[src/rtl/core/tlet_pkg.sv]
// Package of the timed LED event table: field widths, function and result codes,
// the slot entry layout and the command and status structs between the controller
// and the datapath. It depends on nothing.
`default_nettype none

package tlet_pkg;

   // Fixed field widths of the stream words.
   localparam int TIME_W      = 32;
   localparam int LED_SEL_W   = 3;
   localparam int COLOR_W     = 2;
   localparam int SLOT_SEL_W  = 3;
   localparam int LED_COLOR_W = 3;
   localparam int FUNC_W      = 2;
   localparam int KIND_W      = 2;
   localparam int REQ_TDATA_W = 80;
   localparam int RSP_TDATA_W = 16;

   // Width used to compare a 3-bit index against a count of up to 64.
   localparam int IDX_EXT_W   = 7;

   localparam logic [LED_COLOR_W-1:0] COLOR_BLACK = 3'd0;

   // Function codes of an input word.
   typedef enum logic [FUNC_W-1:0] {
      FUNC_TICK   = 2'd0,
      FUNC_ADD    = 2'd1,
      FUNC_REMOVE = 2'd2
   } func_type;

   // Kind codes of a result word.
   typedef enum logic [KIND_W-1:0] {
      KIND_LED    = 2'd0,
      KIND_ADD    = 2'd1,
      KIND_REMOVE = 2'd2
   } kind_type;

   // One stored event.
   typedef struct packed {
      logic                   turn_on;
      logic [LED_SEL_W-1:0]   led;
      logic [COLOR_W-1:0]     color;
      logic [TIME_W-1:0]      due;
   } slot_entry_type;

   // Commands from the controller to the datapath.
   typedef struct packed {
      logic load_item;
      logic idx_clear;
      logic idx_step;
      logic scan_read;
      logic scan_eval;
      logic led_read;
      logic emit_load;
      logic add_exec;
      logic rem_read;
      logic rem_exec;
   } ctrl_cmd_type;

   // Status from the datapath to the controller.
   typedef struct packed {
      func_type in_func;
      logic     scan_done;
      logic     emit_done;
      logic     out_free;
   } ctrl_status_type;

endpackage

`default_nettype wire

[src/rtl/core/timed_led_event_table.sv]
// Timed LED event table, top level.
// The req channel carries one word per operation: tuser selects tick, add or
// remove. An add stores an event in the lowest free slot and answers with one add
// status word (slot or table full). A remove frees the named slot, turns its LED
// black and answers with one remove status word. A tick scans all slots in order;
// each valid slot whose due time is not after the tick's time sets its LED (black
// for an off event) and is freed, later slots winning. The tick then returns one
// color word per LED, the last one marked by tlast. Unknown functions are taken
// and produce nothing.
// Timing: the controller handles one word at a time. The length of a tick is set
// by the one-read-per-cycle ports of the slot and LED stores, since each slot and
// each LED is read in a read state of its own before it is evaluated or emitted.
// An add loads its result word in the add state, a remove after its slot read,
// and a tick its first color word after the scan of all slots; the color words
// of a tick then follow, each after its own LED read.
// The result register lets the next req word be taken while a result waits.
// When the receiver stalls, the current operation holds at its next result.
// Reset frees all slots and turns all LEDs black at once; no clearing pass.
// Depends on tlet_pkg, tlet_ctrl, tlet_dp and tlet_ram.
`default_nettype none

module timed_led_event_table #(
   parameter int SLOTS     = 7,
   parameter int LED_COUNT = 8
) (
   input  wire logic                             clock,
   input  wire logic                             reset,
   input  wire logic                             req_tvalid,
   output logic                                  req_tready,
   // req_tdata: now_time[31:0], due_time[63:32], turn_on[64], led_select[67:65],
   //            color_code[69:68], slot_select[72:70], zero[79:73]
   input  wire logic [tlet_pkg::REQ_TDATA_W-1:0] req_tdata,
   // req_tuser: func[1:0]
   input  wire logic [tlet_pkg::FUNC_W-1:0]      req_tuser,
   output logic                                  rsp_tvalid,
   input  wire logic                             rsp_tready,
   // rsp_tdata: led_index[2:0], led_color[5:3], slot_used[8:6], table_full[9],
   //            zero[15:10]
   output logic      [tlet_pkg::RSP_TDATA_W-1:0] rsp_tdata,
   // rsp_tuser: kind[1:0]
   output logic      [tlet_pkg::KIND_W-1:0]      rsp_tuser,
   output logic                                  rsp_tlast
);

   import tlet_pkg::*;

   ctrl_cmd_type    cmd;
   ctrl_status_type status;

   tlet_ctrl u_ctrl (
      .clock      (clock),
      .reset      (reset),
      .req_tvalid (req_tvalid),
      .req_tready (req_tready),
      .status     (status),
      .cmd        (cmd)
   );

   tlet_dp #(
      .SLOTS     (SLOTS),
      .LED_COUNT (LED_COUNT)
   ) u_dp (
      .clock      (clock),
      .reset      (reset),
      .cmd        (cmd),
      .status     (status),
      .req_tdata  (req_tdata),
      .req_tuser  (req_tuser),
      .rsp_tvalid (rsp_tvalid),
      .rsp_tready (rsp_tready),
      .rsp_tdata  (rsp_tdata),
      .rsp_tuser  (rsp_tuser),
      .rsp_tlast  (rsp_tlast)
   );

`ifndef NO_ASSERTIONS
   localparam logic [IDX_EXT_W-1:0] LastLedExt = IDX_EXT_W'(LED_COUNT - 1);

   // A tick keeps the input closed for its scan.
   assert property (@(posedge clock) disable iff (reset)
      (req_tvalid && req_tready && req_tuser == FUNC_TICK) |=> !req_tready)
      else $error("input taken during a tick scan");

   // A result is only loaded when the result register is free.
   assert property (@(posedge clock) disable iff (reset)
      (cmd.emit_load || cmd.add_exec || cmd.rem_exec) |-> (!rsp_tvalid || rsp_tready))
      else $error("result register overwritten");

   // The marked color word is the one for the last LED.
   assert property (@(posedge clock) disable iff (reset)
      (rsp_tvalid && rsp_tlast && rsp_tuser == KIND_LED)
      |-> (rsp_tdata[2:0] == LastLedExt[2:0]))
      else $error("last color word is not the last LED");

   // A result loads in the cycle after the command and shows as valid.
   assert property (@(posedge clock) disable iff (reset)
      (cmd.emit_load || cmd.add_exec || cmd.rem_exec) |=> rsp_tvalid)
      else $error("loaded result not presented");
`endif

endmodule

`default_nettype wire

[src/rtl/core/tlet_ram.sv]
// Generic simple dual-port RAM with one write port and one registered read port.
// Used for the slot store and the LED color store; depends on nothing.
`default_nettype none

module tlet_ram #(
   parameter int WIDTH = 8,
   parameter int DEPTH = 8,
   localparam int ADDR_W = (DEPTH > 1) ? $clog2(DEPTH) : 1
) (
   input  wire logic              clock,
   input  wire logic              wr_en,
   input  wire logic [ADDR_W-1:0] wr_addr,
   input  wire logic [WIDTH-1:0]  wr_data,
   input  wire logic              rd_en,
   input  wire logic [ADDR_W-1:0] rd_addr,
   output logic      [WIDTH-1:0]  rd_data
);

   logic [WIDTH-1:0] mem_ff [DEPTH];
   logic [WIDTH-1:0] rd_data_ff;

   // Write port and registered read port; read data holds when not read.
   always_ff @(posedge clock) begin
      if (wr_en) begin
         mem_ff[wr_addr] <= wr_data;
      end
      if (rd_en) begin
         rd_data_ff <= mem_ff[rd_addr];
      end
   end

   assign rd_data = rd_data_ff;

endmodule

`default_nettype wire

[src/rtl/core/tlet_ctrl.sv]
// Controller of the timed LED event table: the state machine that sequences ticks,
// adds and removes and drives the datapath by commands. Depends on tlet_pkg.
`default_nettype none

module tlet_ctrl (
   input  wire logic                      clock,
   input  wire logic                      reset,
   input  wire logic                      req_tvalid,
   output logic                           req_tready,
   input  wire tlet_pkg::ctrl_status_type status,
   output tlet_pkg::ctrl_cmd_type         cmd
);

   import tlet_pkg::*;

   typedef enum logic [7:0] {
      ST_IDLE     = 8'b0000_0001,
      ST_SCAN_RD  = 8'b0000_0010,
      ST_SCAN_EV  = 8'b0000_0100,
      ST_EMIT_RD  = 8'b0000_1000,
      ST_EMIT_OUT = 8'b0001_0000,
      ST_ADD      = 8'b0010_0000,
      ST_REM_RD   = 8'b0100_0000,
      ST_REM_WR   = 8'b1000_0000
   } state_type;

   state_type state_ff;
   state_type state_in;

   // Items are taken only between operations.
   assign req_tready = (state_ff == ST_IDLE);

   // Next state and commands.
   always_comb begin
      state_in = state_ff;
      cmd      = '0;
      case (state_ff)
         ST_IDLE: begin
            if (req_tvalid) begin
               cmd.load_item = 1'b1;
               case (status.in_func)
                  FUNC_TICK: begin
                     cmd.idx_clear = 1'b1;
                     state_in      = ST_SCAN_RD;
                  end
                  FUNC_ADD: begin
                     state_in = ST_ADD;
                  end
                  FUNC_REMOVE: begin
                     state_in = ST_REM_RD;
                  end
                  default: begin
                     state_in = ST_IDLE;
                  end
               endcase
            end
         end
         ST_SCAN_RD: begin
            cmd.scan_read = 1'b1;
            state_in      = ST_SCAN_EV;
         end
         ST_SCAN_EV: begin
            cmd.scan_eval = 1'b1;
            if (status.scan_done) begin
               cmd.idx_clear = 1'b1;
               state_in      = ST_EMIT_RD;
            end else begin
               cmd.idx_step = 1'b1;
               state_in     = ST_SCAN_RD;
            end
         end
         ST_EMIT_RD: begin
            cmd.led_read = 1'b1;
            state_in     = ST_EMIT_OUT;
         end
         ST_EMIT_OUT: begin
            if (status.out_free) begin
               cmd.emit_load = 1'b1;
               if (status.emit_done) begin
                  state_in = ST_IDLE;
               end else begin
                  cmd.idx_step = 1'b1;
                  state_in     = ST_EMIT_RD;
               end
            end
         end
         ST_ADD: begin
            if (status.out_free) begin
               cmd.add_exec = 1'b1;
               state_in     = ST_IDLE;
            end
         end
         ST_REM_RD: begin
            cmd.rem_read = 1'b1;
            state_in     = ST_REM_WR;
         end
         ST_REM_WR: begin
            if (status.out_free) begin
               cmd.rem_exec = 1'b1;
               state_in     = ST_IDLE;
            end
         end
         default: begin
            state_in = ST_IDLE;
         end
      endcase
   end

   // State register.
   always_ff @(posedge clock) begin
      if (reset) begin
         state_ff <= ST_IDLE;
      end else begin
         state_ff <= state_in;
      end
   end

endmodule

`default_nettype wire

[src/rtl/core/tlet_dp.sv]
// Datapath of the timed LED event table: item registers, slot and LED stores with
// their valid bits, the scan counter and the result register. Depends on tlet_pkg
// and tlet_ram.
`default_nettype none

module tlet_dp #(
   parameter int SLOTS     = 7,
   parameter int LED_COUNT = 8
) (
   input  wire logic                                clock,
   input  wire logic                                reset,
   input  wire tlet_pkg::ctrl_cmd_type              cmd,
   output tlet_pkg::ctrl_status_type                status,
   input  wire logic [tlet_pkg::REQ_TDATA_W-1:0]    req_tdata,
   input  wire logic [tlet_pkg::FUNC_W-1:0]         req_tuser,
   output logic                                     rsp_tvalid,
   input  wire logic                                rsp_tready,
   output logic      [tlet_pkg::RSP_TDATA_W-1:0]    rsp_tdata,
   output logic      [tlet_pkg::KIND_W-1:0]         rsp_tuser,
   output logic                                     rsp_tlast
);

   import tlet_pkg::*;

   localparam int SLOT_W = (SLOTS > 1) ? $clog2(SLOTS) : 1;
   localparam int LED_W  = (LED_COUNT > 1) ? $clog2(LED_COUNT) : 1;
   localparam int CNT_W  = (SLOT_W > LED_W) ? SLOT_W : LED_W;
   localparam int ENTRY_W = $bits(slot_entry_type);

   // Captured item fields.
   logic [TIME_W-1:0]     now_ff;
   logic [TIME_W-1:0]     due_ff;
   logic                  on_ff;
   logic [LED_SEL_W-1:0]  led_ff;
   logic [COLOR_W-1:0]    color_ff;
   logic [SLOT_SEL_W-1:0] slot_ff;

   // Control state.
   logic [CNT_W-1:0]     idx_ff;
   logic [CNT_W-1:0]     idx_in;
   logic [SLOTS-1:0]     slot_valid_ff;
   logic [SLOTS-1:0]     slot_valid_in;
   logic [SLOTS-1:0]     slot_written_ff;
   logic [SLOTS-1:0]     slot_written_in;
   logic [LED_COUNT-1:0] led_written_ff;
   logic [LED_COUNT-1:0] led_written_in;
   logic                 rsp_valid_ff;
   logic                 rsp_valid_in;

   // Result register.
   kind_type               rsp_kind_ff;
   logic [2:0]             rsp_index_ff;
   logic [LED_COLOR_W-1:0] rsp_color_ff;
   logic [2:0]             rsp_slot_ff;
   logic                   rsp_full_ff;
   logic                   rsp_last_ff;

   logic [SLOT_W-1:0]     idx_slot;
   logic [LED_W-1:0]      idx_led;
   logic [IDX_EXT_W-1:0]  idx_ext;
   logic [IDX_EXT_W-1:0]  rem_ext;
   logic [SLOT_W-1:0]     rem_slot;
   logic                  rem_in_range;
   logic [SLOT_W-1:0]     ev_slot;
   logic [ENTRY_W-1:0]    slot_q;
   logic                  slot_rd_en;
   logic [SLOT_W-1:0]     slot_rd_addr;
   slot_entry_type        entry;
   slot_entry_type        new_entry;
   logic [IDX_EXT_W-1:0]  led_ext;
   logic [LED_W-1:0]      led_addr;
   logic                  led_in_range;
   logic                  hit;
   logic                  led_wr_en;
   logic [LED_COLOR_W-1:0] led_wr_data;
   logic [LED_COLOR_W-1:0] led_q;
   logic                  free_found;
   logic [SLOT_W-1:0]     free_slot;
   logic [IDX_EXT_W-1:0]  free_ext;
   logic                  out_free;

   assign idx_slot = idx_ff[SLOT_W-1:0];
   assign idx_led  = idx_ff[LED_W-1:0];
   assign idx_ext  = IDX_EXT_W'(idx_ff);

   // Remove target and its range check.
   assign rem_ext      = IDX_EXT_W'(slot_ff);
   assign rem_slot     = rem_ext[SLOT_W-1:0];
   assign rem_in_range = (rem_ext < IDX_EXT_W'(SLOTS));

   // Status to the controller.
   assign out_free         = !rsp_valid_ff || rsp_tready;
   assign status.in_func   = func_type'(req_tuser);
   assign status.scan_done = (idx_ff == CNT_W'(SLOTS - 1));
   assign status.emit_done = (idx_ff == CNT_W'(LED_COUNT - 1));
   assign status.out_free  = out_free;

   // Slot store read: the scan walks the counter, a remove reads its slot.
   assign slot_rd_en   = cmd.scan_read || (cmd.rem_read && rem_in_range);
   assign slot_rd_addr = cmd.rem_read ? rem_slot : idx_slot;

   // A slot that was never written reads as all zero.
   assign ev_slot = cmd.rem_exec ? rem_slot : idx_slot;
   assign entry   = (slot_written_ff[ev_slot]) ? slot_entry_type'(slot_q) : '0;

   assign led_ext      = IDX_EXT_W'(entry.led);
   assign led_addr     = led_ext[LED_W-1:0];
   assign led_in_range = (led_ext < IDX_EXT_W'(LED_COUNT));

   // A valid slot whose due time has come fires during the scan.
   assign hit = cmd.scan_eval && slot_valid_ff[idx_slot] && (now_ff >= entry.due);

   // An on event stores its color; an off event is handled by the written bit.
   assign led_wr_en   = hit && led_in_range && entry.turn_on;
   assign led_wr_data = LED_COLOR_W'(entry.color) + LED_COLOR_W'(1);

   assign new_entry.turn_on = on_ff;
   assign new_entry.led     = led_ff;
   assign new_entry.color   = color_ff;
   assign new_entry.due     = due_ff;

   // Lowest free slot for an add.
   always_comb begin
      free_found = 1'b0;
      free_slot  = '0;
      for (int i = SLOTS - 1; i >= 0; i--) begin
         if (!slot_valid_ff[i]) begin
            free_found = 1'b1;
            free_slot  = SLOT_W'(i);
         end
      end
   end
   assign free_ext = IDX_EXT_W'(free_slot);

   tlet_ram #(
      .WIDTH (ENTRY_W),
      .DEPTH (SLOTS)
   ) u_slot_ram (
      .clock   (clock),
      .wr_en   (cmd.add_exec && free_found),
      .wr_addr (free_slot),
      .wr_data (ENTRY_W'(new_entry)),
      .rd_en   (slot_rd_en),
      .rd_addr (slot_rd_addr),
      .rd_data (slot_q)
   );

   tlet_ram #(
      .WIDTH (LED_COLOR_W),
      .DEPTH (LED_COUNT)
   ) u_led_ram (
      .clock   (clock),
      .wr_en   (led_wr_en),
      .wr_addr (led_addr),
      .wr_data (led_wr_data),
      .rd_en   (cmd.led_read),
      .rd_addr (idx_led),
      .rd_data (led_q)
   );

   // Next values of the counter, valid bits and result valid.
   always_comb begin
      idx_in          = idx_ff;
      slot_valid_in   = slot_valid_ff;
      slot_written_in = slot_written_ff;
      led_written_in  = led_written_ff;
      if (cmd.idx_clear) begin
         idx_in = '0;
      end else if (cmd.idx_step) begin
         idx_in = idx_ff + CNT_W'(1);
      end
      if (hit) begin
         slot_valid_in[idx_slot] = 1'b0;
         if (led_in_range) begin
            led_written_in[led_addr] = entry.turn_on;
         end
      end
      if (cmd.rem_exec && rem_in_range) begin
         slot_valid_in[rem_slot] = 1'b0;
         if (led_in_range) begin
            led_written_in[led_addr] = 1'b0;
         end
      end
      if (cmd.add_exec && free_found) begin
         slot_valid_in[free_slot]   = 1'b1;
         slot_written_in[free_slot] = 1'b1;
      end
      if (cmd.emit_load || cmd.add_exec || cmd.rem_exec) begin
         rsp_valid_in = 1'b1;
      end else if (rsp_tready) begin
         rsp_valid_in = 1'b0;
      end else begin
         rsp_valid_in = rsp_valid_ff;
      end
   end

   // Control registers.
   always_ff @(posedge clock) begin
      if (reset) begin
         idx_ff          <= '0;
         slot_valid_ff   <= '0;
         slot_written_ff <= '0;
         led_written_ff  <= '0;
         rsp_valid_ff    <= 1'b0;
      end else begin
         idx_ff          <= idx_in;
         slot_valid_ff   <= slot_valid_in;
         slot_written_ff <= slot_written_in;
         led_written_ff  <= led_written_in;
         rsp_valid_ff    <= rsp_valid_in;
      end
   end

   // Item capture.
   always_ff @(posedge clock) begin
      if (cmd.load_item) begin
         now_ff   <= req_tdata[31:0];
         due_ff   <= req_tdata[63:32];
         on_ff    <= req_tdata[64];
         led_ff   <= req_tdata[67:65];
         color_ff <= req_tdata[69:68];
         slot_ff  <= req_tdata[72:70];
      end
   end

   // Result register loads.
   always_ff @(posedge clock) begin
      if (cmd.emit_load) begin
         rsp_kind_ff  <= KIND_LED;
         rsp_index_ff <= idx_ext[2:0];
         rsp_color_ff <= led_written_ff[idx_led] ? led_q : COLOR_BLACK;
         rsp_slot_ff  <= 3'd0;
         rsp_full_ff  <= 1'b0;
         rsp_last_ff  <= status.emit_done;
      end else if (cmd.add_exec) begin
         rsp_kind_ff  <= KIND_ADD;
         rsp_index_ff <= 3'd0;
         rsp_color_ff <= COLOR_BLACK;
         rsp_slot_ff  <= free_found ? free_ext[2:0] : 3'd0;
         rsp_full_ff  <= !free_found;
         rsp_last_ff  <= 1'b1;
      end else if (cmd.rem_exec) begin
         rsp_kind_ff  <= KIND_REMOVE;
         rsp_index_ff <= 3'd0;
         rsp_color_ff <= COLOR_BLACK;
         rsp_slot_ff  <= slot_ff;
         rsp_full_ff  <= 1'b0;
         rsp_last_ff  <= 1'b1;
      end
   end

   assign rsp_tvalid = rsp_valid_ff;
   assign rsp_tdata  = {6'd0, rsp_full_ff, rsp_slot_ff, rsp_color_ff, rsp_index_ff};
   assign rsp_tuser  = rsp_kind_ff;
   assign rsp_tlast  = rsp_last_ff;

endmodule

`default_nettype wire

[config.mk]
export PLATFORM = sky130hd
export DESIGN_NAME = timed_led_event_table
export DESIGN_NICKNAME = d
export VERILOG_FILES = /design/src/rtl/core/tlet_pkg.sv /design/src/rtl/core/timed_led_event_table.sv /design/src/rtl/core/tlet_ram.sv /design/src/rtl/core/tlet_ctrl.sv /design/src/rtl/core/tlet_dp.sv
export SDC_FILE = /design/constraint.sdc
export NUM_CORES = 1
export LEC_CHECK = 0
export BUFFER_PORTS_ARGS = -buffer_cell sky130_fd_sc_hd__buf_2
export CORE_UTILIZATION = 40
export DETAILED_ROUTE_END_ITERATION = 8
export HOLD_SLACK_MARGIN = 0.08
export PLACE_DENSITY = 0.61
export SLEW_MARGIN = 0
export SYNTH_ARGS = -nofsm -noshare
export SYNTH_HDL_FRONTEND = slang
export SYNTH_SLANG_ARGS = --single-unit
[constraint.sdc]
create_clock -name clock -period 5.5 [get_ports clock]
set_input_delay 0.55 -clock clock [delete_from_list [all_inputs] [get_ports clock]]
set_output_delay 0.55 -clock clock [all_outputs]
set_load 0.02 [all_outputs]
### Yosys cells after proc, flatten, opt, wreduce, memory -nomap -nowiden

Memories as Yosys holds them, arrays and structs flattened. A register that Yosys moved wholly into a read port is not among the register bits.
Index checks and enable logic that the tools add are counted.

* bits of input ports: 86
* output and inout bits: 21
* register bits after elaboration: 120
* word-level logic and storage cells: 167
* memory bits (read-only): 0
* memories: 2
* RAM bits: 290
* bits in latches: 0

* div/mod/pow operators: 0
* shifts and indexed selects: 0
* equality and inequality tests: 15
* bitwise logic cells: 8
* reductions and logical operators: 25
* multiply operators: 0
* $add $sub $neg: 2
* magnitude comparators: 12
* mux-type cells: 84

Memories
* u_dp.u_slot_ram.mem_ff: depth 7, width 38, rd ports 1, clocked after Yosys merged registers in 1, write ports 1, line tlet_ram.sv:19 `logic [WIDTH-1:0] mem_ff [DEPTH];`
* u_dp.u_led_ram.mem_ff: depth 8, width 3, rd ports 1, clocked after Yosys merged registers in 1, write ports 1, line tlet_ram.sv:19

Operator list (count)
* $mux W8: 7
* $pmux W8 S7: 1
* $mux W3: 17
* $mux W1: 41
* $mux W38: 1
* $ge A32 B32 Y1: 1
* $lt A3 B4 Y1 const B: 6
* $mux W7: 3
* $pmux W7 S3: 1
* $and A7 B7 Y7: 2
* $not A7 Y7: 2
* $or A7 B7 Y7: 2
* $demux W1 S3: 4
* $ge A3 B1 Y1 const B: 4
* $logic_and A1 B1 Y1: 11
* $bmux W1 S3: 3
* $and A8 B8 Y8: 1
* $bwmux W8: 1
* $eq A8 B1 Y1 const B: 1
* $eq A8 B2 Y1 const B: 1
* $eq A8 B3 Y1 const B: 1
* $eq A8 B4 Y1 const B: 1
* $eq A8 B5 Y1 const B: 1
* $eq A8 B6 Y1 const B: 1
* other kinds (21): 32

### Logic depth before layout (Yosys ltp)

* depth in word-level cells: 18
* mapped depth: 20
* gate-level depth less buffers: 16

### Modules after synthesis

Synthesis repeated with hierarchy kept, for this count alone.

* cells, all modules: 1138
* area total of the unflattened synthesis: 18590.3 µm²

Modules (own cells, without submodules)
* tlet_ram (u_dp.u_slot_ram): seq. area each 9128.8 µm², area each 11736.3 µm², instances 1, cells each 579
* tlet_dp: seq. area each 3042.9 µm², area each 5212.5 µm², instances 1, cells each 434
* tlet_ram (u_dp.u_led_ram): seq. area each 810.8 µm², area each 1072.3 µm², instances 1, cells each 50
* tlet_ctrl: seq. area each 160.2 µm², area each 569.3 µm², instances 1, cells each 75

### Worst setup path before layout

OpenSTA, ideal clock, no wires.

* path type: register to register
* start point: reg u_ctrl.state_ff[0]
* end point: mem u_dp.u_slot_ram.mem_ff[1][0] (netlist name) (enable)
* path buffers: 1
* library setup time: 0.494 ns
* slack: 0.266 ns
* arrival time: 4.741 ns
* cell stages (with the launch flop): 6
* data required time: 5.006 ns
* clock period less this slack: 5.234 ns
* path through: dfxtp_1 > or3_1 > or2_2 > or4_1 > clkbuf_1 > nor3b_1

* cells in the longest elaborated chain, start to end: 5

Ends and longest elaborated chain
* from (decl): line tlet_ctrl.sv:27 `state_type state_ff;`
* from (signal assigned): line tlet_ctrl.sv:114 `state_ff <= state_in;`
* $eq A8 B6 Y1: line tlet_ctrl.sv:37 `case (state_ff)`
* $mux W1: line tlet_ctrl.sv:37
* $logic_and A1 B1 Y1: line tlet_dp.sv:140 `.wr_en (cmd.add_exec && free_found),`
* $mux W1: line tlet_ram.sv:24 `if (wr_en) begin`
* $mux W1 (not written as such): line tlet_ram.sv:25 `mem_ff[wr_addr] <= wr_data;`
* to (decl): line tlet_ram.sv:19

Every way passes these cells.

### Worst setup path in the final report

* start point: reg u_ctrl.state_ff[0]
* end point: mem u_dp.u_led_ram.mem_ff[5][1] (netlist name) (enable)

* cells in the longest elaborated chain, start to end: 12
* elaborated cells on any way between the ends: 16
* classes of those cells: order compare: 2; eq/ne: 2; mux: 8; reduce/logical: 4

Ends and longest elaborated chain
* $eq A8 B8 Y1: line tlet_ctrl.sv:37
* $mux W1: line tlet_ctrl.sv:37
* $mux W3: line tlet_dp.sv:103 `assign ev_slot = cmd.rem_exec ? rem_slot : idx_slot;`
* $bmux W1 S3: line tlet_dp.sv:104 `assign entry = (slot_written_ff[ev_slot]) ? slot_entry_type'(slot_q) : '0;`
* $mux W1 (not written as such): line tlet_dp.sv:104
* $mux W38: line tlet_dp.sv:104
* $ge A32 B32 Y1: line tlet_dp.sv:111 `assign hit = cmd.scan_eval && slot_valid_ff[idx_slot] && (now_ff >= entry.due);`
* $logic_and A1 B1 Y1: line tlet_dp.sv:111
* $logic_and A1 B1 Y1 (2 in series): line tlet_dp.sv:114 `assign led_wr_en = hit && led_in_range && entry.turn_on;`
* $mux W1: line tlet_ram.sv:24
* $mux W1 (not written as such): line tlet_ram.sv:25
* to (decl): line tlet_ram.sv:19

Several ways; a longest one is shown, not always the timed one. The select of a mux whose other input is x is not followed.

==> results.yml <==
placement:
  dpl.hpwl_microns: 23000
  io_buffers: 93
  gp_congestion: 0.800
  dp_cells: 2033
power_and_ir_drop:
  p_comb_frac: 0.033
  power_density_mw_per_mm2: 347
  switching_share: 0.212
  p_leak_nw: 7.20
  clkPwrFrac: 0.424
  p_sw_w: 0.00153
  p_seq_frac: 0.543
  internal-power_w: 0.00570
  irDropWorstVdd_v: 0.000260
sta:
  finalCritPeriodShare: 0.932
  fin_skew_ps: 21.0
  finalHoldViolations: 0
  worst_pin_slew_ps: 1170
  fmax_mhz: 195
  setup_tns_ps: 0
  slew-limit-headroom: 0.221
  min_period_ps: 5120
  finalMaxSlewViolations: 0
  setup_violations: 0
  rsz0062_at_grt: "false"
critical_path:
  setup.worst_path.start: "u_ctrl.state_ff[0]"
  crit_arrival_ps: 5360
  crit_end: "u_dp.u_led_ram.mem_ff[5][1]"
  crit_path_start_kind: "flop"
  slowest_delay_ps: 500
  cp_common_cell: "nand2_1"
  timing.reg2reg.setup_slack_ps: 380
  path_cells: "or3_1 -> nor4_4 -> buf_4 -> mux2_2 -> o22ai_1 -> and2_1 -> buf_4 -> nand2_1 -> ha_1 -> and4_1 -> nand2_1 -> a2111oi_2 -> o31a_1 -> nor2_1 -> and4bb_2 -> nand2_1 -> nor2_1"
  crit_path_top_delay_cell: "a2111oi_2"
  path_max_fanout: 20
  r2r_end: "u_dp.u_led_ram.mem_ff[5][1]"
  worstPathRequired_ps: 5740
  reg2reg_from: "u_ctrl.state_ff[0]"
  r2r_cells: 17
  path_class: "reg -> reg"
  crit_path_end_kind: "flop"
cts:
  cts.repair.resized: 0
  postCtsSetupBuffers: 0
  cts-htree-levels: 2
  clk_latency_ps: 590
  cts.clk_slew.worst_paths_ps: 60
  cts_hold_buffers: 0
  cts_tree: "built"
  cts-root-buf: "clkbuf_16"
  clkSinkCount: 451
  cts_buffers: 47
  clock_path_buffers: 3
logic_synthesis:
  synth_area_sq_mm: 0.0181
  ys_ff_latch: 451
  synthCells: 1392
  synth_cell_type_count: 70
  synthArstFlopShare: 0
  synth_flop_cell: "edfxtp_1"
  yosysWarnings: 0
  syn_area_per_cell_sq_um: 13.0
  synth_edf_count: 411
  synth-seq-area-share: 0.725
floorplan:
  pin_count: 107
  die_w_microns: 215
  start_util: 0.407
  die_area_sq_mm: 0.0462
  core_sq_mm: 0.0445
  fp.dieH_microns: 215
  num_rows: 77
cells_and_area:
  finalNonFillerCells: 2118
  multi_input_area_sq_mm: 0.00471
  diodes: 0
  drive_above_1_share: 0.142
  nets: 1612
  ff_latch_area_sq_mm: 0.0131
  synthToLayoutAreaGrowth_pct: 14.8
  n_fill_cell: 3940
global_route:
  grt_pass1_wl_microns: 62100
  grt_max_degree: 75
  grt_usage: 0.174
  grt-ovfl-total: 0
  antenna_found_initial: 0
  grt_pass1_vias: 10900
worst_hold_path:
  hold_class: "in -> reg"
drt:
  drt_pass1_iterations: 4
  drtIter0Drc: 772
  route.detailed.drc: 0
  ant_nets: 0
  wl_per_cell_microns: 18.9
  vias: 11100
  vias_per_cell: 5.24
  wl_microns: 40000
status:
  outcome: "finished clean"
job:
  cap_violations: 0
## sequential cells by signal, indices dropped and copies added (netlist names), 2 cells and up
| name | flops |
|---|---|
| u_dp.slot_written_ff | 7 |
| u_dp.u_led_ram.mem_ff | 24 |
| u_dp.u_slot_ram.mem_ff | 266 |
| u_dp.rsp_color_ff | 3 |
| u_dp.slot_valid_ff | 7 |
| u_ctrl.state_ff | 8 |
| u_dp.led_ff | 3 |
| u_dp.now_ff | 32 |
| u_dp.u_led_ram.rd_data | 3 |
| u_dp.due_ff | 32 |
| u_dp.rsp_slot_ff | 3 |
| u_dp.led_written_ff | 8 |
| u_dp.rem_slot | 3 |
| u_dp.idx_ff | 3 |
| u_dp.rsp_index_ff | 3 |
| u_dp.u_slot_ram.rd_data | 38 |
| u_dp.rsp_tuser | 2 |
| u_dp.color_ff | 2 |
## through the flow
step | hold slack (ps) | instance area, sq um | total power (W) | utilization | setup WS, ps
2_1_floorplan | 440 | 18200 | 0.00411 | - | 266
3_3_place_gp | 440 | 19300 | 0.00422 | 0.434 | 217
3_5_place_dp | 445 | 19300 | 0.00423 | 0.434 | 64.2
4_1_cts | 100 | 20800 | 0.00729 | 0.468 | 51.6
5_1_grt | 118 | 20800 | 0.00745 | 0.468 | 73.2
6_report | 135 | 20800 | 0.00723 | 0.468 | 376
## how the worst min path moves through the flow
stage / startpoint / cells past startpoint / endpoint / slack [ps]
floorplan: u_dp.led_written_ff[0] / 2 / u_dp.led_written_ff[0] / 440
global placement: u_dp.rsp_tuser[0] / 2 / u_dp.rsp_tuser[0] / 440
detailed placement: u_dp.rsp_tuser[0] / 2 / u_dp.rsp_tuser[0] / 440
CTS: req_tdata[60] / 1 / u_dp.due_ff[28] / 100
global route: req_tdata[60] / 1 / u_dp.due_ff[28] / 120
finish: req_tdata[60] / 1 / u_dp.due_ff[28] / 140
## layer usage
layer / wire length, microns / vias up / track usage
li1: - / 5297 / -
met1: 18200 / 5453 / 0.237
met2: 18900 / 277 / 0.281
met3: 1860 / 64 / 0.0287
met4: 1040 / 0 / 0.0631
met5: 0 / - / 0
## critical path: cells and delay by family (launching register included)
kind                       cells  cell delay, ps
AOI/OAI and AO/OA              3            1010
adders and majority gates      1             340
buffers and inverters          2             530
DFF                            1             350
muxes                          1             390
and+or+nand+nor               10            2140
## area by class of cell
cell class | count | share of cell area
clock inverters | 28 | 0.0133
multi-input cells | 858 | 0.226
repair buffers | 121 | 0.0331
flip-flops and latches | 451 | 0.631
inverters | 11 | 0.00204
clock buffers | 57 | 0.0583
well taps | 592 | 0.0356
## cell usage in the layout (no fill, tap or decap), types with 3 or more instances in the layout
cell type | synthesis | routed
o21a_1 | 8 | 8
conb_1 | 1 | 6
a21o_1 | 4 | 3
inv_1 | 10 | 9
nor2_1 | 58 | 56
and3_1 | 10 | 9
a31oi_1 | 5 | 5
or2_2 | 3 | 3
nand3_1 | 127 | 127
xnor2_1 | 3 | 3
dfxtp_1 | 40 | 40
nor2b_1 | 12 | 12
clkinv_1 | 1 | 13
o21ai_0 | 44 | 43
nand4_1 | 7 | 7
clkbuf_1 | 44 | 10
nor3_1 | 10 | 9
bufinv_16 | 0 | 4
and2_1 | 7 | 7
buf_4 | 8 | 27
a22oi_1 | 4 | 4
ha_1 | 36 | 36
edfxtp_1 | 411 | 411
nand2_1 | 299 | 299
buf_2 | 16 | 93
clkbuf_16 | 0 | 47
or3_1 | 5 | 5
nand2b_1 | 14 | 14
mux2i_1 | 17 | 15
mux4_2 | 3 | 3
clkinv_2 | 0 | 5
o21ai_1 | 10 | 10
mux2_2 | 4 | 3
clkinvlp_4 | 0 | 5
a22o_1 | 3 | 3
a21oi_1 | 110 | 109
o22ai_1 | 4 | 4
## kinds of logic after synthesis
group | count (synthesis) | synth area share
compound gates | 216 | 0.0684
mux | 24 | 0.0156
simple gates | 573 | 0.143
flops | 451 | 0.725
xor+xnor | 3 | 0.00145
fa+ha+maj | 36 | 0.0248
other cells | 1 | 0.000207
buf+inv | 88 | 0.0215
## power groups by stage
| stage | sequential, W | clock [W] | combinational (W) |
|---|---|---|---|
| final | 0.00392 | 0.00307 | 0.000236 |
| after global routing | 0.00393 | 0.00325 | 0.000267 |
| after CTS | 0.00392 | 0.00313 | 0.000239 |
| after detailed placement | 0.00400 | 0 | 0.000237 |
| after global placement | 0.00399 | 0 | 0.000229 |
| after floorplan | 0.00397 | 0 | 0.000148 |
## synth_stat cells, types with 12 or more instances
cell	number	area (sq um)
mux2i_1	17	170
ha_1	36	450
dfxtp_1	40	801
nand2b_1	14	87.6
nand3_1	127	636
nand2_1	299	1120
a21oi_1	110	551
buf_2	16	80.1
clkbuf_1	44	165
nor2b_1	12	75.1
o21ai_0	44	220
edfxtp_1	411	12300
nor2_1	58	218
No activity file was read; power rests on OpenSTA's default activity.
